--- config.mk ---
export PLATFORM = sky130hd
export DESIGN_NAME = sstf_disk_scheduler
export DESIGN_NICKNAME = d
export VERILOG_FILES = /design/src/hw/rtl/sstf_pkg.sv /design/src/hw/rtl/sstf_disk_scheduler.sv /design/src/hw/rtl/sstf_ram.sv /design/src/hw/rtl/sstf_fifo.sv /design/src/hw/rtl/sstf_front.sv /design/src/hw/rtl/sstf_back.sv
export VERILOG_INCLUDE_DIRS = /design/src /design/src/hw/rtl
export SDC_FILE = /design/constraint.sdc
export NUM_CORES = 2
export LEC_CHECK = 0
export ABC_AREA = 0
export BUFFER_PORTS_ARGS = -buffer_cell sky130_fd_sc_hd__buf_2
export CORE_MARGIN = 4
export CORE_UTILIZATION = 30
export DETAILED_ROUTE_END_ITERATION = 10
export GPL_ROUTABILITY_DRIVEN = 0
export HOLD_SLACK_MARGIN = 0.12
export PLACE_DENSITY = 0.43
export SLEW_MARGIN = 5
export SYNTH_ARGS = -nofsm -noshare
export SYNTH_HDL_FRONTEND = slang
export SYNTH_SLANG_ARGS = --single-unit
--- constraint.sdc ---
create_clock -name clk -period 6.45 [get_ports clk]
set_clock_uncertainty 0.2 [all_clocks]
set_input_delay 0.645 -clock clk [delete_from_list [all_inputs] [get_ports clk]]
set_output_delay 0.645 -clock clk [all_outputs]
set_load 0.01 [all_outputs]
--- src/hw/rtl/sstf_disk_scheduler_assert.svh ---
// ----------------------------------------------------------------------------
// sstf_disk_scheduler_assert.svh
// Assertion macros for the SSTF disk scheduler; empty when synthesizing.
// ----------------------------------------------------------------------------
`ifndef SSTF_DISK_SCHEDULER_ASSERT_SVH
`define SSTF_DISK_SCHEDULER_ASSERT_SVH

`ifndef SYNTHESIS
`define SSTF_ASSERT_IMP(lbl, ante, cons, msg) \
  lbl: assert property (@(posedge clk) disable iff (rst) (ante) |-> (cons)) else $error(msg);
`define SSTF_ASSERT_NXT(lbl, ante, cons, msg) \
  lbl: assert property (@(posedge clk) disable iff (rst) (ante) |=> (cons)) else $error(msg);
`else
`define SSTF_ASSERT_IMP(lbl, ante, cons, msg)
`define SSTF_ASSERT_NXT(lbl, ante, cons, msg)
`endif

`endif

--- src/hw/rtl/sstf_pkg.sv ---
// ----------------------------------------------------------------------------
// sstf_pkg
// Shared widths and types of the SSTF disk scheduler.
// ----------------------------------------------------------------------------
package sstf_pkg;

  localparam int PORT_TRACK_W = 16;
  localparam int SEEK_W       = 16;
  localparam int SUM_W        = 23;
  localparam int TOTAL_W      = 22;

  typedef struct packed {
    logic store;
    logic last;
    logic ovf;
  } req_flags_t;

endpackage

--- src/hw/rtl/sstf_disk_scheduler.sv ---
// ----------------------------------------------------------------------------
// sstf_disk_scheduler
// Shortest-seek-time-first scheduler over a batch of track requests.
// ----------------------------------------------------------------------------
// Usage:
//   Requests enter on start/busy: a beat is taken at an edge with start high
//   and busy low. Beats go into a four-entry queue; the scheduler drains it
//   into the request RAM at one beat per cycle while idle, so loading runs
//   at one request per cycle. A beat with last_request set closes the
//   batch and starts scheduling; up to MAX_QUEUE requests are kept, later
//   ones are dropped and reported through dropped.
//   Each round reads every stored request once from the RAM. While a batch
//   is scheduled the queue fills and busy rises after four beats.
//   Results appear on result_valid for one cycle each, in service order,
//   never in two adjacent cycles; the receiver cannot stall them.
//   start_track is written over cfg_valid/cfg_ready; the user must write it
//   only while idle, the block itself does not enforce this. cfg_ready is
//   always high. Reset empties the queue and the batch, clears the served
//   marks and sets start_track to zero.
// ----------------------------------------------------------------------------
`include "sstf_disk_scheduler_assert.svh"

module sstf_disk_scheduler import sstf_pkg::*; #(
  parameter int MAX_QUEUE  = 64,
  parameter int TRACK_BITS = 16
) (
  input  logic                    clk,
  input  logic                    rst,
  input  logic                    start,
  output logic                    busy,
  input  logic [PORT_TRACK_W-1:0] request_track,
  input  logic                    last_request,
  input  logic                    cfg_valid,
  output logic                    cfg_ready,
  input  logic [PORT_TRACK_W-1:0] cfg_data,
  output logic                    result_valid,
  output logic [PORT_TRACK_W-1:0] served_track,
  output logic [SEEK_W-1:0]       seek_distance,
  output logic [TOTAL_W-1:0]      total_movement,
  output logic                    last_served,
  output logic                    dropped
);

  localparam int IDX_W   = $clog2(MAX_QUEUE);
  localparam int CNT_W   = $clog2(MAX_QUEUE + 1);
  localparam int Q_DEPTH = 4;
  localparam int Q_W     = TRACK_BITS + IDX_W + CNT_W + $bits(req_flags_t);

  logic [PORT_TRACK_W-1:0] start_track;

  logic                  q_push;
  logic                  q_full;
  logic                  q_valid;
  logic                  q_pop;
  logic [Q_W-1:0]        q_din;
  logic [Q_W-1:0]        q_dout;
  logic [TRACK_BITS-1:0] f_track;
  logic [IDX_W-1:0]      f_slot;
  logic [CNT_W-1:0]      f_count;
  req_flags_t            f_flags;
  logic [TRACK_BITS-1:0] q_track;
  logic [IDX_W-1:0]      q_slot;
  logic [CNT_W-1:0]      q_count;
  req_flags_t            q_flags;

  assign cfg_ready = 1'b1;
  assign busy      = q_full;

  always_ff @(posedge clk) begin
    if (rst) begin
      start_track <= '0;
    end else if (cfg_valid && cfg_ready) begin
      start_track <= cfg_data;
    end
  end

  sstf_front #(
    .MAX_QUEUE  (MAX_QUEUE),
    .TRACK_BITS (TRACK_BITS)
  ) u_front (
    .clk           (clk),
    .rst           (rst),
    .start         (start),
    .q_full        (q_full),
    .request_track (request_track),
    .last_request  (last_request),
    .push          (q_push),
    .push_track    (f_track),
    .push_slot     (f_slot),
    .push_count    (f_count),
    .push_flags    (f_flags)
  );

  assign q_din = {f_track, f_slot, f_count, f_flags};

  sstf_fifo #(
    .WIDTH (Q_W),
    .DEPTH (Q_DEPTH)
  ) u_queue (
    .clk   (clk),
    .rst   (rst),
    .push  (q_push),
    .din   (q_din),
    .pop   (q_pop),
    .dout  (q_dout),
    .valid (q_valid),
    .full  (q_full)
  );

  assign {q_track, q_slot, q_count, q_flags} = q_dout;

  sstf_back #(
    .MAX_QUEUE  (MAX_QUEUE),
    .TRACK_BITS (TRACK_BITS)
  ) u_back (
    .clk            (clk),
    .rst            (rst),
    .q_valid        (q_valid),
    .q_track        (q_track),
    .q_slot         (q_slot),
    .q_count        (q_count),
    .q_flags        (q_flags),
    .q_pop          (q_pop),
    .start_track    (start_track),
    .result_valid   (result_valid),
    .served_track   (served_track),
    .seek_distance  (seek_distance),
    .total_movement (total_movement),
    .last_served    (last_served),
    .dropped        (dropped)
  );

  `SSTF_ASSERT_NXT(a_result_gap, result_valid, !result_valid, "result beats in adjacent cycles")
  `SSTF_ASSERT_IMP(a_pop_nonempty, q_pop, q_valid, "scheduler popped an empty queue")

endmodule

--- src/hw/rtl/sstf_ram.sv ---
// ----------------------------------------------------------------------------
// sstf_ram
// Generic single-write, single-read RAM with registered read data.
// ----------------------------------------------------------------------------
module sstf_ram #(
  parameter int WIDTH = 16,
  parameter int DEPTH = 64,
  localparam int ADDR_W = $clog2(DEPTH)
) (
  input  logic              clk,
  input  logic              wr_en,
  input  logic [ADDR_W-1:0] wr_addr,
  input  logic [WIDTH-1:0]  wr_data,
  input  logic [ADDR_W-1:0] rd_addr,
  output logic [WIDTH-1:0]  rd_data
);

  logic [WIDTH-1:0] mem [DEPTH];

  always_ff @(posedge clk) begin
    if (wr_en) begin
      mem[wr_addr] <= wr_data;
    end
    rd_data <= mem[rd_addr];
  end

endmodule

--- src/hw/rtl/sstf_fifo.sv ---
// ----------------------------------------------------------------------------
// sstf_fifo
// Short register queue between the request front end and the scheduler.
// ----------------------------------------------------------------------------
module sstf_fifo #(
  parameter int WIDTH = 8,
  parameter int DEPTH = 4,
  localparam int PTR_W = $clog2(DEPTH),
  localparam int CNT_W = $clog2(DEPTH + 1)
) (
  input  logic             clk,
  input  logic             rst,
  input  logic             push,
  input  logic [WIDTH-1:0] din,
  input  logic             pop,
  output logic [WIDTH-1:0] dout,
  output logic             valid,
  output logic             full
);

  logic [WIDTH-1:0] mem [DEPTH];
  logic [PTR_W-1:0] wr_ptr;
  logic [PTR_W-1:0] rd_ptr;
  logic [CNT_W-1:0] count;

  assign valid = (count != '0);
  assign full  = (count == CNT_W'(DEPTH));
  assign dout  = mem[rd_ptr];

  always_ff @(posedge clk) begin
    if (push) begin
      mem[wr_ptr] <= din;
    end
  end

  always_ff @(posedge clk) begin
    if (rst) begin
      wr_ptr <= '0;
      rd_ptr <= '0;
      count  <= '0;
    end else begin
      if (push) begin
        wr_ptr <= (wr_ptr == PTR_W'(DEPTH - 1)) ? '0 : wr_ptr + PTR_W'(1);
      end
      if (pop) begin
        rd_ptr <= (rd_ptr == PTR_W'(DEPTH - 1)) ? '0 : rd_ptr + PTR_W'(1);
      end
      if (push && !pop) begin
        count <= count + CNT_W'(1);
      end else if (pop && !push) begin
        count <= count - CNT_W'(1);
      end
    end
  end

endmodule

--- src/hw/rtl/sstf_front.sv ---
// ----------------------------------------------------------------------------
// sstf_front
// Accepts request beats, assigns store slots and flags dropped requests.
// ----------------------------------------------------------------------------
module sstf_front import sstf_pkg::*; #(
  parameter int MAX_QUEUE  = 64,
  parameter int TRACK_BITS = 16,
  localparam int IDX_W = $clog2(MAX_QUEUE),
  localparam int CNT_W = $clog2(MAX_QUEUE + 1)
) (
  input  logic                    clk,
  input  logic                    rst,
  input  logic                    start,
  input  logic                    q_full,
  input  logic [PORT_TRACK_W-1:0] request_track,
  input  logic                    last_request,
  output logic                    push,
  output logic [TRACK_BITS-1:0]   push_track,
  output logic [IDX_W-1:0]        push_slot,
  output logic [CNT_W-1:0]        push_count,
  output req_flags_t              push_flags
);

  logic [CNT_W-1:0] count;
  logic             ovf;
  logic             has_room;
  logic [TRACK_BITS+PORT_TRACK_W-1:0] track_wide;

  assign push       = start && !q_full;
  assign has_room   = (count < CNT_W'(MAX_QUEUE));
  assign track_wide = {{TRACK_BITS{1'b0}}, request_track};
  assign push_track = track_wide[TRACK_BITS-1:0];
  assign push_slot  = count[IDX_W-1:0];
  assign push_count = has_room ? count + CNT_W'(1) : count;

  always_comb begin
    push_flags.store = has_room;
    push_flags.last  = last_request;
    push_flags.ovf   = ovf || !has_room;
  end

  always_ff @(posedge clk) begin
    if (rst) begin
      count <= '0;
      ovf   <= 1'b0;
    end else if (push) begin
      if (last_request) begin
        count <= '0;
        ovf   <= 1'b0;
      end else begin
        count <= push_count;
        ovf   <= push_flags.ovf;
      end
    end
  end

endmodule

--- src/hw/rtl/sstf_back.sv ---
// ----------------------------------------------------------------------------
// sstf_back
// Stores queued requests and runs the nearest-track search for each batch.
// ----------------------------------------------------------------------------
module sstf_back import sstf_pkg::*; #(
  parameter int MAX_QUEUE  = 64,
  parameter int TRACK_BITS = 16,
  localparam int IDX_W = $clog2(MAX_QUEUE),
  localparam int CNT_W = $clog2(MAX_QUEUE + 1)
) (
  input  logic                    clk,
  input  logic                    rst,
  input  logic                    q_valid,
  input  logic [TRACK_BITS-1:0]   q_track,
  input  logic [IDX_W-1:0]        q_slot,
  input  logic [CNT_W-1:0]        q_count,
  input  req_flags_t              q_flags,
  output logic                    q_pop,
  input  logic [PORT_TRACK_W-1:0] start_track,
  output logic                    result_valid,
  output logic [PORT_TRACK_W-1:0] served_track,
  output logic [SEEK_W-1:0]       seek_distance,
  output logic [TOTAL_W-1:0]      total_movement,
  output logic                    last_served,
  output logic                    dropped
);

  typedef enum logic [2:0] {
    ST_IDLE = 3'b001,
    ST_SCAN = 3'b010,
    ST_EMIT = 3'b100
  } back_state_t;

  back_state_t            state;
  logic [CNT_W-1:0]       n_req;
  logic                   ovf;
  logic [TRACK_BITS-1:0]  head;
  logic [SUM_W-1:0]       sum;
  logic [MAX_QUEUE-1:0]   served;
  logic [CNT_W-1:0]       round;
  logic [CNT_W-1:0]       rd_ptr;
  logic                   cmp_valid;
  logic                   cmp_last;
  logic [IDX_W-1:0]       cmp_idx;
  logic                   found;
  logic [IDX_W-1:0]       best_idx;
  logic [TRACK_BITS-1:0]  best_track;
  logic [TRACK_BITS-1:0]  best_dist;

  logic                   wr_en;
  logic [TRACK_BITS-1:0]  rd_data;
  logic                   issue;
  logic [TRACK_BITS-1:0]  cand_dist;
  logic                   better;
  logic                   round_last;
  logic [SUM_W-1:0]       new_sum;
  logic [TRACK_BITS+SUM_W-1:0]        dist_wide;
  logic [TRACK_BITS+PORT_TRACK_W-1:0] start_wide;
  logic [TRACK_BITS+PORT_TRACK_W-1:0] track_out_wide;
  logic [TRACK_BITS+SEEK_W-1:0]       dist_out_wide;

  sstf_ram #(
    .WIDTH (TRACK_BITS),
    .DEPTH (MAX_QUEUE)
  ) u_store (
    .clk     (clk),
    .wr_en   (wr_en),
    .wr_addr (q_slot),
    .wr_data (q_track),
    .rd_addr (rd_ptr[IDX_W-1:0]),
    .rd_data (rd_data)
  );

  always_comb begin
    q_pop          = (state == ST_IDLE) && q_valid;
    wr_en          = q_pop && q_flags.store;
    issue          = (state == ST_SCAN) && (rd_ptr < n_req);
    cand_dist      = (head >= rd_data) ? head - rd_data : rd_data - head;
    better         = cmp_valid && !served[cmp_idx] && (!found || cand_dist < best_dist);
    round_last     = ((round + CNT_W'(1)) == n_req);
    dist_wide      = {{SUM_W{1'b0}}, best_dist};
    new_sum        = sum + dist_wide[SUM_W-1:0];
    start_wide     = {{TRACK_BITS{1'b0}}, start_track};
    track_out_wide = {{PORT_TRACK_W{1'b0}}, best_track};
    dist_out_wide  = {{SEEK_W{1'b0}}, best_dist};
  end

  // control
  always_ff @(posedge clk) begin
    if (rst) begin
      state        <= ST_IDLE;
      result_valid <= 1'b0;
      cmp_valid    <= 1'b0;
      served       <= '0;
      found        <= 1'b0;
    end else begin
      result_valid <= 1'b0;
      cmp_valid    <= issue;
      unique case (state)
        ST_IDLE: begin
          if (q_pop && q_flags.last) begin
            served <= '0;
            found  <= 1'b0;
            state  <= (q_count == '0) ? ST_IDLE : ST_SCAN;
          end
        end
        ST_SCAN: begin
          if (better) begin
            found <= 1'b1;
          end
          if (cmp_valid && cmp_last) begin
            state <= ST_EMIT;
          end
        end
        ST_EMIT: begin
          result_valid     <= 1'b1;
          served[best_idx] <= 1'b1;
          found            <= 1'b0;
          state            <= round_last ? ST_IDLE : ST_SCAN;
        end
        default: begin
          state <= ST_IDLE;
        end
      endcase
    end
  end

  // datapath
  always_ff @(posedge clk) begin
    cmp_idx  <= rd_ptr[IDX_W-1:0];
    cmp_last <= ((rd_ptr + CNT_W'(1)) == n_req);
    unique case (state)
      ST_IDLE: begin
        if (q_pop && q_flags.last) begin
          n_req  <= q_count;
          ovf    <= q_flags.ovf;
          head   <= start_wide[TRACK_BITS-1:0];
          sum    <= '0;
          round  <= '0;
          rd_ptr <= '0;
        end
      end
      ST_SCAN: begin
        if (issue) begin
          rd_ptr <= rd_ptr + CNT_W'(1);
        end
        if (better) begin
          best_idx   <= cmp_idx;
          best_track <= rd_data;
          best_dist  <= cand_dist;
        end
      end
      ST_EMIT: begin
        served_track   <= track_out_wide[PORT_TRACK_W-1:0];
        seek_distance  <= dist_out_wide[SEEK_W-1:0];
        total_movement <= new_sum[TOTAL_W-1:0];
        last_served    <= round_last;
        dropped        <= ovf;
        head           <= best_track;
        sum            <= new_sum;
        round          <= round + CNT_W'(1);
        rd_ptr         <= '0;
      end
      default: begin
        rd_ptr <= '0;
      end
    endcase
  end

endmodule

# After elaboration in Yosys (flattened, before gate mapping)

Memory sizes are Yosys's and may differ from the RTL's. A register that Yosys moved wholly into a read port is not among the register bits.
Index checks and enable logic that the tools add are counted.

Add/subtract/negate cells: 10
Magnitude comparators: 7
Equal/unequal tests: 12
Mux-type cells: 37
Bitwise gates (word level): 1
Reductions and logical operators: 30

Operators by type and width:

| kind                  | number |
|---|---|
| $pmux W64 S2          | 1 |
| $mux W64              | 1 |
| $or A64 B64 Y64       | 1 |
| $pmux W23 S2          | 1 |
| $mux W16              | 2 |
| $pmux W16 S2          | 1 |
| $sub A16 B16 Y16      | 2 |
| $mux W7               | 4 |
| $pmux W7 S2           | 2 |
| $add A23 B16 Y23      | 1 |
| $mux W23              | 1 |
| $add A7 B1 Y7 const B | 3 |
| $ge A16 B16 Y1        | 1 |
| $lt A16 B16 Y1        | 1 |
| $eq A7 B7 Y1          | 2 |
| $lt A6 B7 Y1 const B  | 2 |
| $mux W2               | 6 |
| $mux W3               | 4 |
| $logic_and A1 B1 Y1   | 11 |
| $mux W1               | 10 |
| $reduce_and A2 Y1     | 5 |
| $pmux W3 S3           | 1 |
| $logic_not A7 Y1      | 1 |
| $lt A7 B7 Y1          | 1 |
| other kinds (19)      | 32 |

Register bits: 263
Memory bits (writable): 1152
Output and inout port bits: 59
Logic and storage cells: 126
Memories kept: 2

Memory list:

| name               | depth | bits a word | read ports | clocked after Yosys merged registers in | write ports | RTL line        | source |
|---|---|---|---|---|---|---|---|
| u_back.u_store.mem | 64    | 16          | 1          | 1                                       | 1           | sstf_ram.sv:18  | `logic [WIDTH-1:0] mem [DEPTH];` |
| u_queue.mem        | 4     | 32          | 1          | 1                                       | 1           | sstf_fifo.sv:21 | `logic [WIDTH-1:0] mem [DEPTH];` |

# Longest topological paths before layout

Depth after elaboration: 7
Gate-level depth with buffers: 19
Depth with buffers taken out: 18

# Modules after synthesis

A second synthesis with hierarchy kept.

Cells, all modules: 3222
Area total of the unflattened synthesis: 57823.0 sq um

Modules (own cells, without submodules):

| module              | times used | cells each | area each (sq um) | sequential area each (sq um) |
|---|---|---|---|---|
| sstf_ram            | 1          | 1829       | 40042.2           | 31069.8 |
| sstf_back           | 1          | 1053       | 11458.5           | 6165.9 |
| sstf_fifo           | 1          | 211        | 5099.9            | 4023.9 |
| sstf_front          | 1          | 75         | 630.6             | 160.2 |
| sstf_disk_scheduler | 1          | 54         | 591.8             | 320.3 |

# Worst setup path after synthesis

OpenSTA, ideal clock, no wires.

Kind: register -> register
From: reg u_back.head[0]
To: reg u_back.best_dist[0] (enable)
Arrival time: 4747 ps
Required time: 5841 ps
Slack: 1095 ps
Stages on the path, launching flop included: 20
Clock period less this slack: 5355 ps
Cell sequence: edfxtp_1 -> inv_1 -> ha_1 -> inv_1 -> fa_1 -> a211oi_1 -> nor2_1 -> o22ai_1 -> a21oi_1 -> nor2_1 -> buf_2 -> mux2_2 -> ha_1 -> a21boi_0 -> o21ai_0 -> nand2b_1 -> a211oi_1 -> o21bai_1 -> a211o_1 -> a21oi_2

Word-level cells in the longest chain between the ends: 6
Elaborated cells on any way between the ends: 8

RTL lines:

| what                                                      | RTL line         | source |
|---|---|---|
| start, declared                                           | sstf_back.sv:37  | `logic [TRACK_BITS-1:0] head;` |
| start signal, assigned                                    | sstf_back.sv:137 | `head <= start_wide[TRACK_BITS-1:0];` |
| start signal, assigned                                    | sstf_back.sv:159 | `head <= best_track;` |
| $sub A16 B16 Y16 / $ge A16 B16 Y1 (equally long branches) | sstf_back.sv:78  | `cand_dist = (head >= rd_data) ? head - rd_data : rd_data - head;` |
| $mux W16 *                                                | sstf_back.sv:78  |  |
| net u_back.cand_dist[1]                                   | sstf_back.sv:53  | `logic [TRACK_BITS-1:0] cand_dist;` |
| $lt A16 B16 Y1 *                                          | sstf_back.sv:79  | `better = cmp_valid && !served[cmp_idx] && (!found \|\| cand_dist < best_dist);` |
| $logic_or A1 B1 Y1 *                                      | sstf_back.sv:79  |  |
| $logic_and A1 B1 Y1 *                                     | sstf_back.sv:79  |  |
| $reduce_and A2 Y1 (no source line) *                      | n/a              |  |
| end signal, assigned                                      | sstf_back.sv:150 | `best_dist <= cand_dist;` |
| end, declared                                             | sstf_back.sv:48  | `logic [TRACK_BITS-1:0] best_dist;` |

The timed path passes the listed nets; every way through them passes the cells marked *.
A chain may end at the register's enable or synchronous reset.

# Final worst setup path

From: reg u_back.head[0]
To: reg u_back.best_dist[9] (enable)

The elaborated chain is that of the path after synthesis.

==> summary.txt <==
final slew viol count -> 0
final setup margin -> 1092 ps
final critical path time including I/O delays and setup -> 5358 ps
number of buffers inserted by hold repair at cts -> 33
hold path startpoint -> rst
maximum number of pins on one net before global-route repair -> 86
final-layout setup total negative slack -> 0 ps
DRT Pass-1 Iters -> 5
RSZ-0062 raised after global routing -> false
combined area of all synthesized cells -> 0.05675 mm²
drt first-iter violations -> 2279
count of unique library cells instantiated by Yosys -> 66
maximum cell stage delay along the critical path -> 470 ps
leak pwr -> 21.40 nW
cell-by-cell listing of the critical path -> inv_1 > ha_1 > inv_1 > fa_1 > a211oi_1 > nor2_1 > o22ai_1 > a21oi_1 > nor2_1 > buf_4 > mux2i_1 > xnor2_1 > ha_1 > a21o_1 > a21o_1 > a21oi_1 > o21ai_0 > a21o_1 > a21oi_4 > buf_4
library cell appearing most often on the critical path -> a21o_1
average wire length per cell after detail routing -> 25.15 µm
Critical Setup Path Class -> register to register
post_cts resized -> 0
starting density of the core -> 30.18%
outcome -> complete, no violations
y dimension of the die -> 442.9 µm
dominant synthesized flop cell -> edfxtp_1
net total in the final layout -> 3265
number of antenna violations at the first check in global routing -> 5
via count of the first global-routing pass -> 29619
highest net fanout along the worst path -> 38
Setup Buffers After CTS -> 0
Yosys warning count -> 0
clock sink count -> 1432
cell type with the largest total area after synthesis -> edfxtp_1
htree depth -> 4
area added between synthesis and finish -> 16.38%
number of enable flip-flop cells after synthesis -> 1306
flip-flop and latch count after synthesis -> 1432
Die Width -> 442.9 µm
buffer type at the clock tree root -> clkbuf_16
period utilization -> 83.07%
final antenna-violating net count -> 0
cell depth of the worst setup path -> 20
number of setup violations in the final report -> 0
power density over the cells -> 456.3 mW/mm²
fraction of registers with async set or reset after synthesis -> 0%
Via-to-Cell Ratio -> 4.840
detailed placer's ending HPWL -> 85.81 mm
depth of the worst register-to-register path -> 20
cell total after placement -> 5447
Syn Area/Cell -> 19.67 µm²
total core area -> 0.1880 mm²
hold-critical path depth -> 3
Cells after Synth -> 2885
aggregate global routing overflow -> 0
worst setup path startpoint -> u_back.head[0]
post-layout util -> 35.13%
path class of the lowest-slack min-delay path -> input pin to register
top cell type's share of synthesized area -> 69.11%
WL final -> 145.3 mm
number of max-cap violations -> 0
first-pass GRT wire length -> 212.1 mm
Worst Path Buf+Inv -> 4
normalized max-slew margin -> 20.22%
cts bufs inserted -> 159
CTS tree -> done
Port Buffer Count -> 94
Setup crit end -> u_back.best_dist[9]
fmax -> 186.6 MHz
Place WS -> 1045 ps
Reg2Reg Capture Point -> u_back.best_dist[9]
kind of end point of the critical path -> register
I/O pin count -> 96
worst supply voltage drop on vdd -> 0.0003630 V
share of post-route cells with drive strength above 1 -> 25.21%
Die Outline Area -> 0.1962 mm²
FF-to-FF Start -> u_back.head[0]
post-synthesis sequential area ratio -> 73.55%
Final Hold Fails -> 0
cell at the slowest stage of the critical path -> buf_4
Power, Total -> 0.03013 W
Worst path top cell family by delay -> compound AO/OA/AOI/OAI gates
startpoint type of the worst setup path -> register
arrival time of the worst setup path -> 5570 ps
post-route insts no fill -> 5778
number of vias after detailed routing -> 27964
Worst Path Required -> 6660 ps
DRC violations left -> 0
nets in the synthesized netlist -> 3004
largest cells by area after synthesis -> edfxtp_1, mux4_2, dfxtp_1
FP Rows -> 159
fillcell total -> 17504
Longest Clk Path Bufs -> 3
Clock Latency Late Sink -> 790 ps
total global-route track usage -> 14.77%
setup slack on the worst flop-to-flop path -> 1090 ps
Tightest Pin Transition -> 1197 ps
clock-pin slew of the registers on the worst-case setup and hold paths -> 60 ps
## flip-flops by register name, indices dropped and copies added, names as in the netlist, 7 cells and up, named ones only
register / cells
u_back.best_track: 16
u_back.n_req: 7
u_back.rd_ptr: 7
u_back.total_movement: 22
u_back.u_store.rd_data: 16
u_back.u_store.mem: 1024
start_track: 16
u_back.served: 64
u_back.head: 16
u_back.round: 7
u_queue.mem: 128
u_back.seek_distance: 16
u_front.count: 7
u_back.sum: 22
u_back.best_dist: 16
u_back.served_track: 16
## report_power, final
group	internal, W	switching (W)
Combinational	0.00359	0.00567
Sequential	0.0117	0.000349
Clock	0.00514	0.00367
## cells by family after synthesis
logic type	count (synthesis)	share of synthesized area [%]
adders and majority gates	82	1.861
AOI/OAI and AO/OA	241	2.520
muxes	422	15.98
buffers and inverters	214	1.649
and+or+nand+nor	433	3.501
DFF	1432	73.55
xor gates and xnor gates	60	0.9260
other	1	0.006608
## cell usage after synthesis, types with 13 or more instances
library cell and n:
edfxtp_1 1306, mux4_2 387, nor2_1 202, dfxtp_1 126
a21oi_1 116, nand2_1 92, clkbuf_1 78, ha_1 78
inv_1 76, xnor2_1 41, o21ai_0 36, mux2i_1 33
buf_4 22, a21o_1 20, and2_1 20, xor2_1 19
nand2b_1 18, nand3_1 18, buf_1 17, buf_2 16
nor3_1 13, nor3b_1 13
## stage by stage
| stage | hold slack [ps] | instance area (µm²) |
|---|---|---|
| 3_3_place_gp | 218.4 | 60620 |
| 5_1_grt | 192.8 | 66040 |
| 3_5_place_dp | 229.1 | 60620 |
| 2_1_floorplan | 171.1 | 56750 |
| 4_1_cts | 159.7 | 66030 |
| 6_report | 217.3 | 66040 |
## worst min-delay path by stage
stage                                  endpoint  slack [ps]
after floorplan               u_back.cmp_idx[0]         170
after global placement    u_back.best_track[15]         220
after detailed placement  u_back.best_track[15]         230
after CTS                        start_track[8]         160
after global routing             start_track[9]         190
final                            start_track[9]         220
## cell usage in the layout, fill, tap and decap left out, types with 76 or more instances in the layout
| master | n |
|---|---|
| nor2_1 | 202 |
| ha_1 | 78 |
| inv_1 | 76 |
| buf_2 | 94 |
| a21oi_1 | 116 |
| mux4_2 | 386 |
| dfxtp_1 | 125 |
| edfxtp_1 | 1306 |
| nand2_1 | 91 |
| buf_4 | 104 |
| clkbuf_16 | 163 |
## worst register-to-register path, stage by stage, from the launching register on
cell,delay (ps)
edfxtp_1,390
inv_1,80
ha_1,170
inv_1,60
fa_1,420
a211oi_1,260
nor2_1,130
o22ai_1,280
a21oi_1,230
nor2_1,410
buf_4,270
mux2i_1,230
xnor2_1,170
ha_1,290
a21o_1,160
a21o_1,170
a21oi_1,170
o21ai_0,100
a21o_1,210
a21oi_4,100
buf_4,470
## per-layer routing
layer / GRT usage (%) / up-vias / part of all wire, %
met4: 3.709 / 0 / 2.0
met3: 2.455 / 188 / 3.9
met2: 24.56 / 634 / 49
met5: 0 / - / 0
li1: - / 12177 / -
met1: 20.23 / 14965 / 45
## final cells by class
cell class / count / area, µm² / area share [%]
sequential: 1432 / 41740 / 63.20
multi-input combinational: 1239 / 14090 / 21.34
clock buffer: 200 / 4268 / 6.462
tap: 2495 / 3122 / 4.727
timing repair buffer: 237 / 1702 / 2.576
clock inverter: 95 / 820.8 / 1.243
inverter: 77 / 290.3 / 0.4395
antenna: 3 / 7.507 / 0.01137
Note: power is estimated with default switching activity, not from simulation.
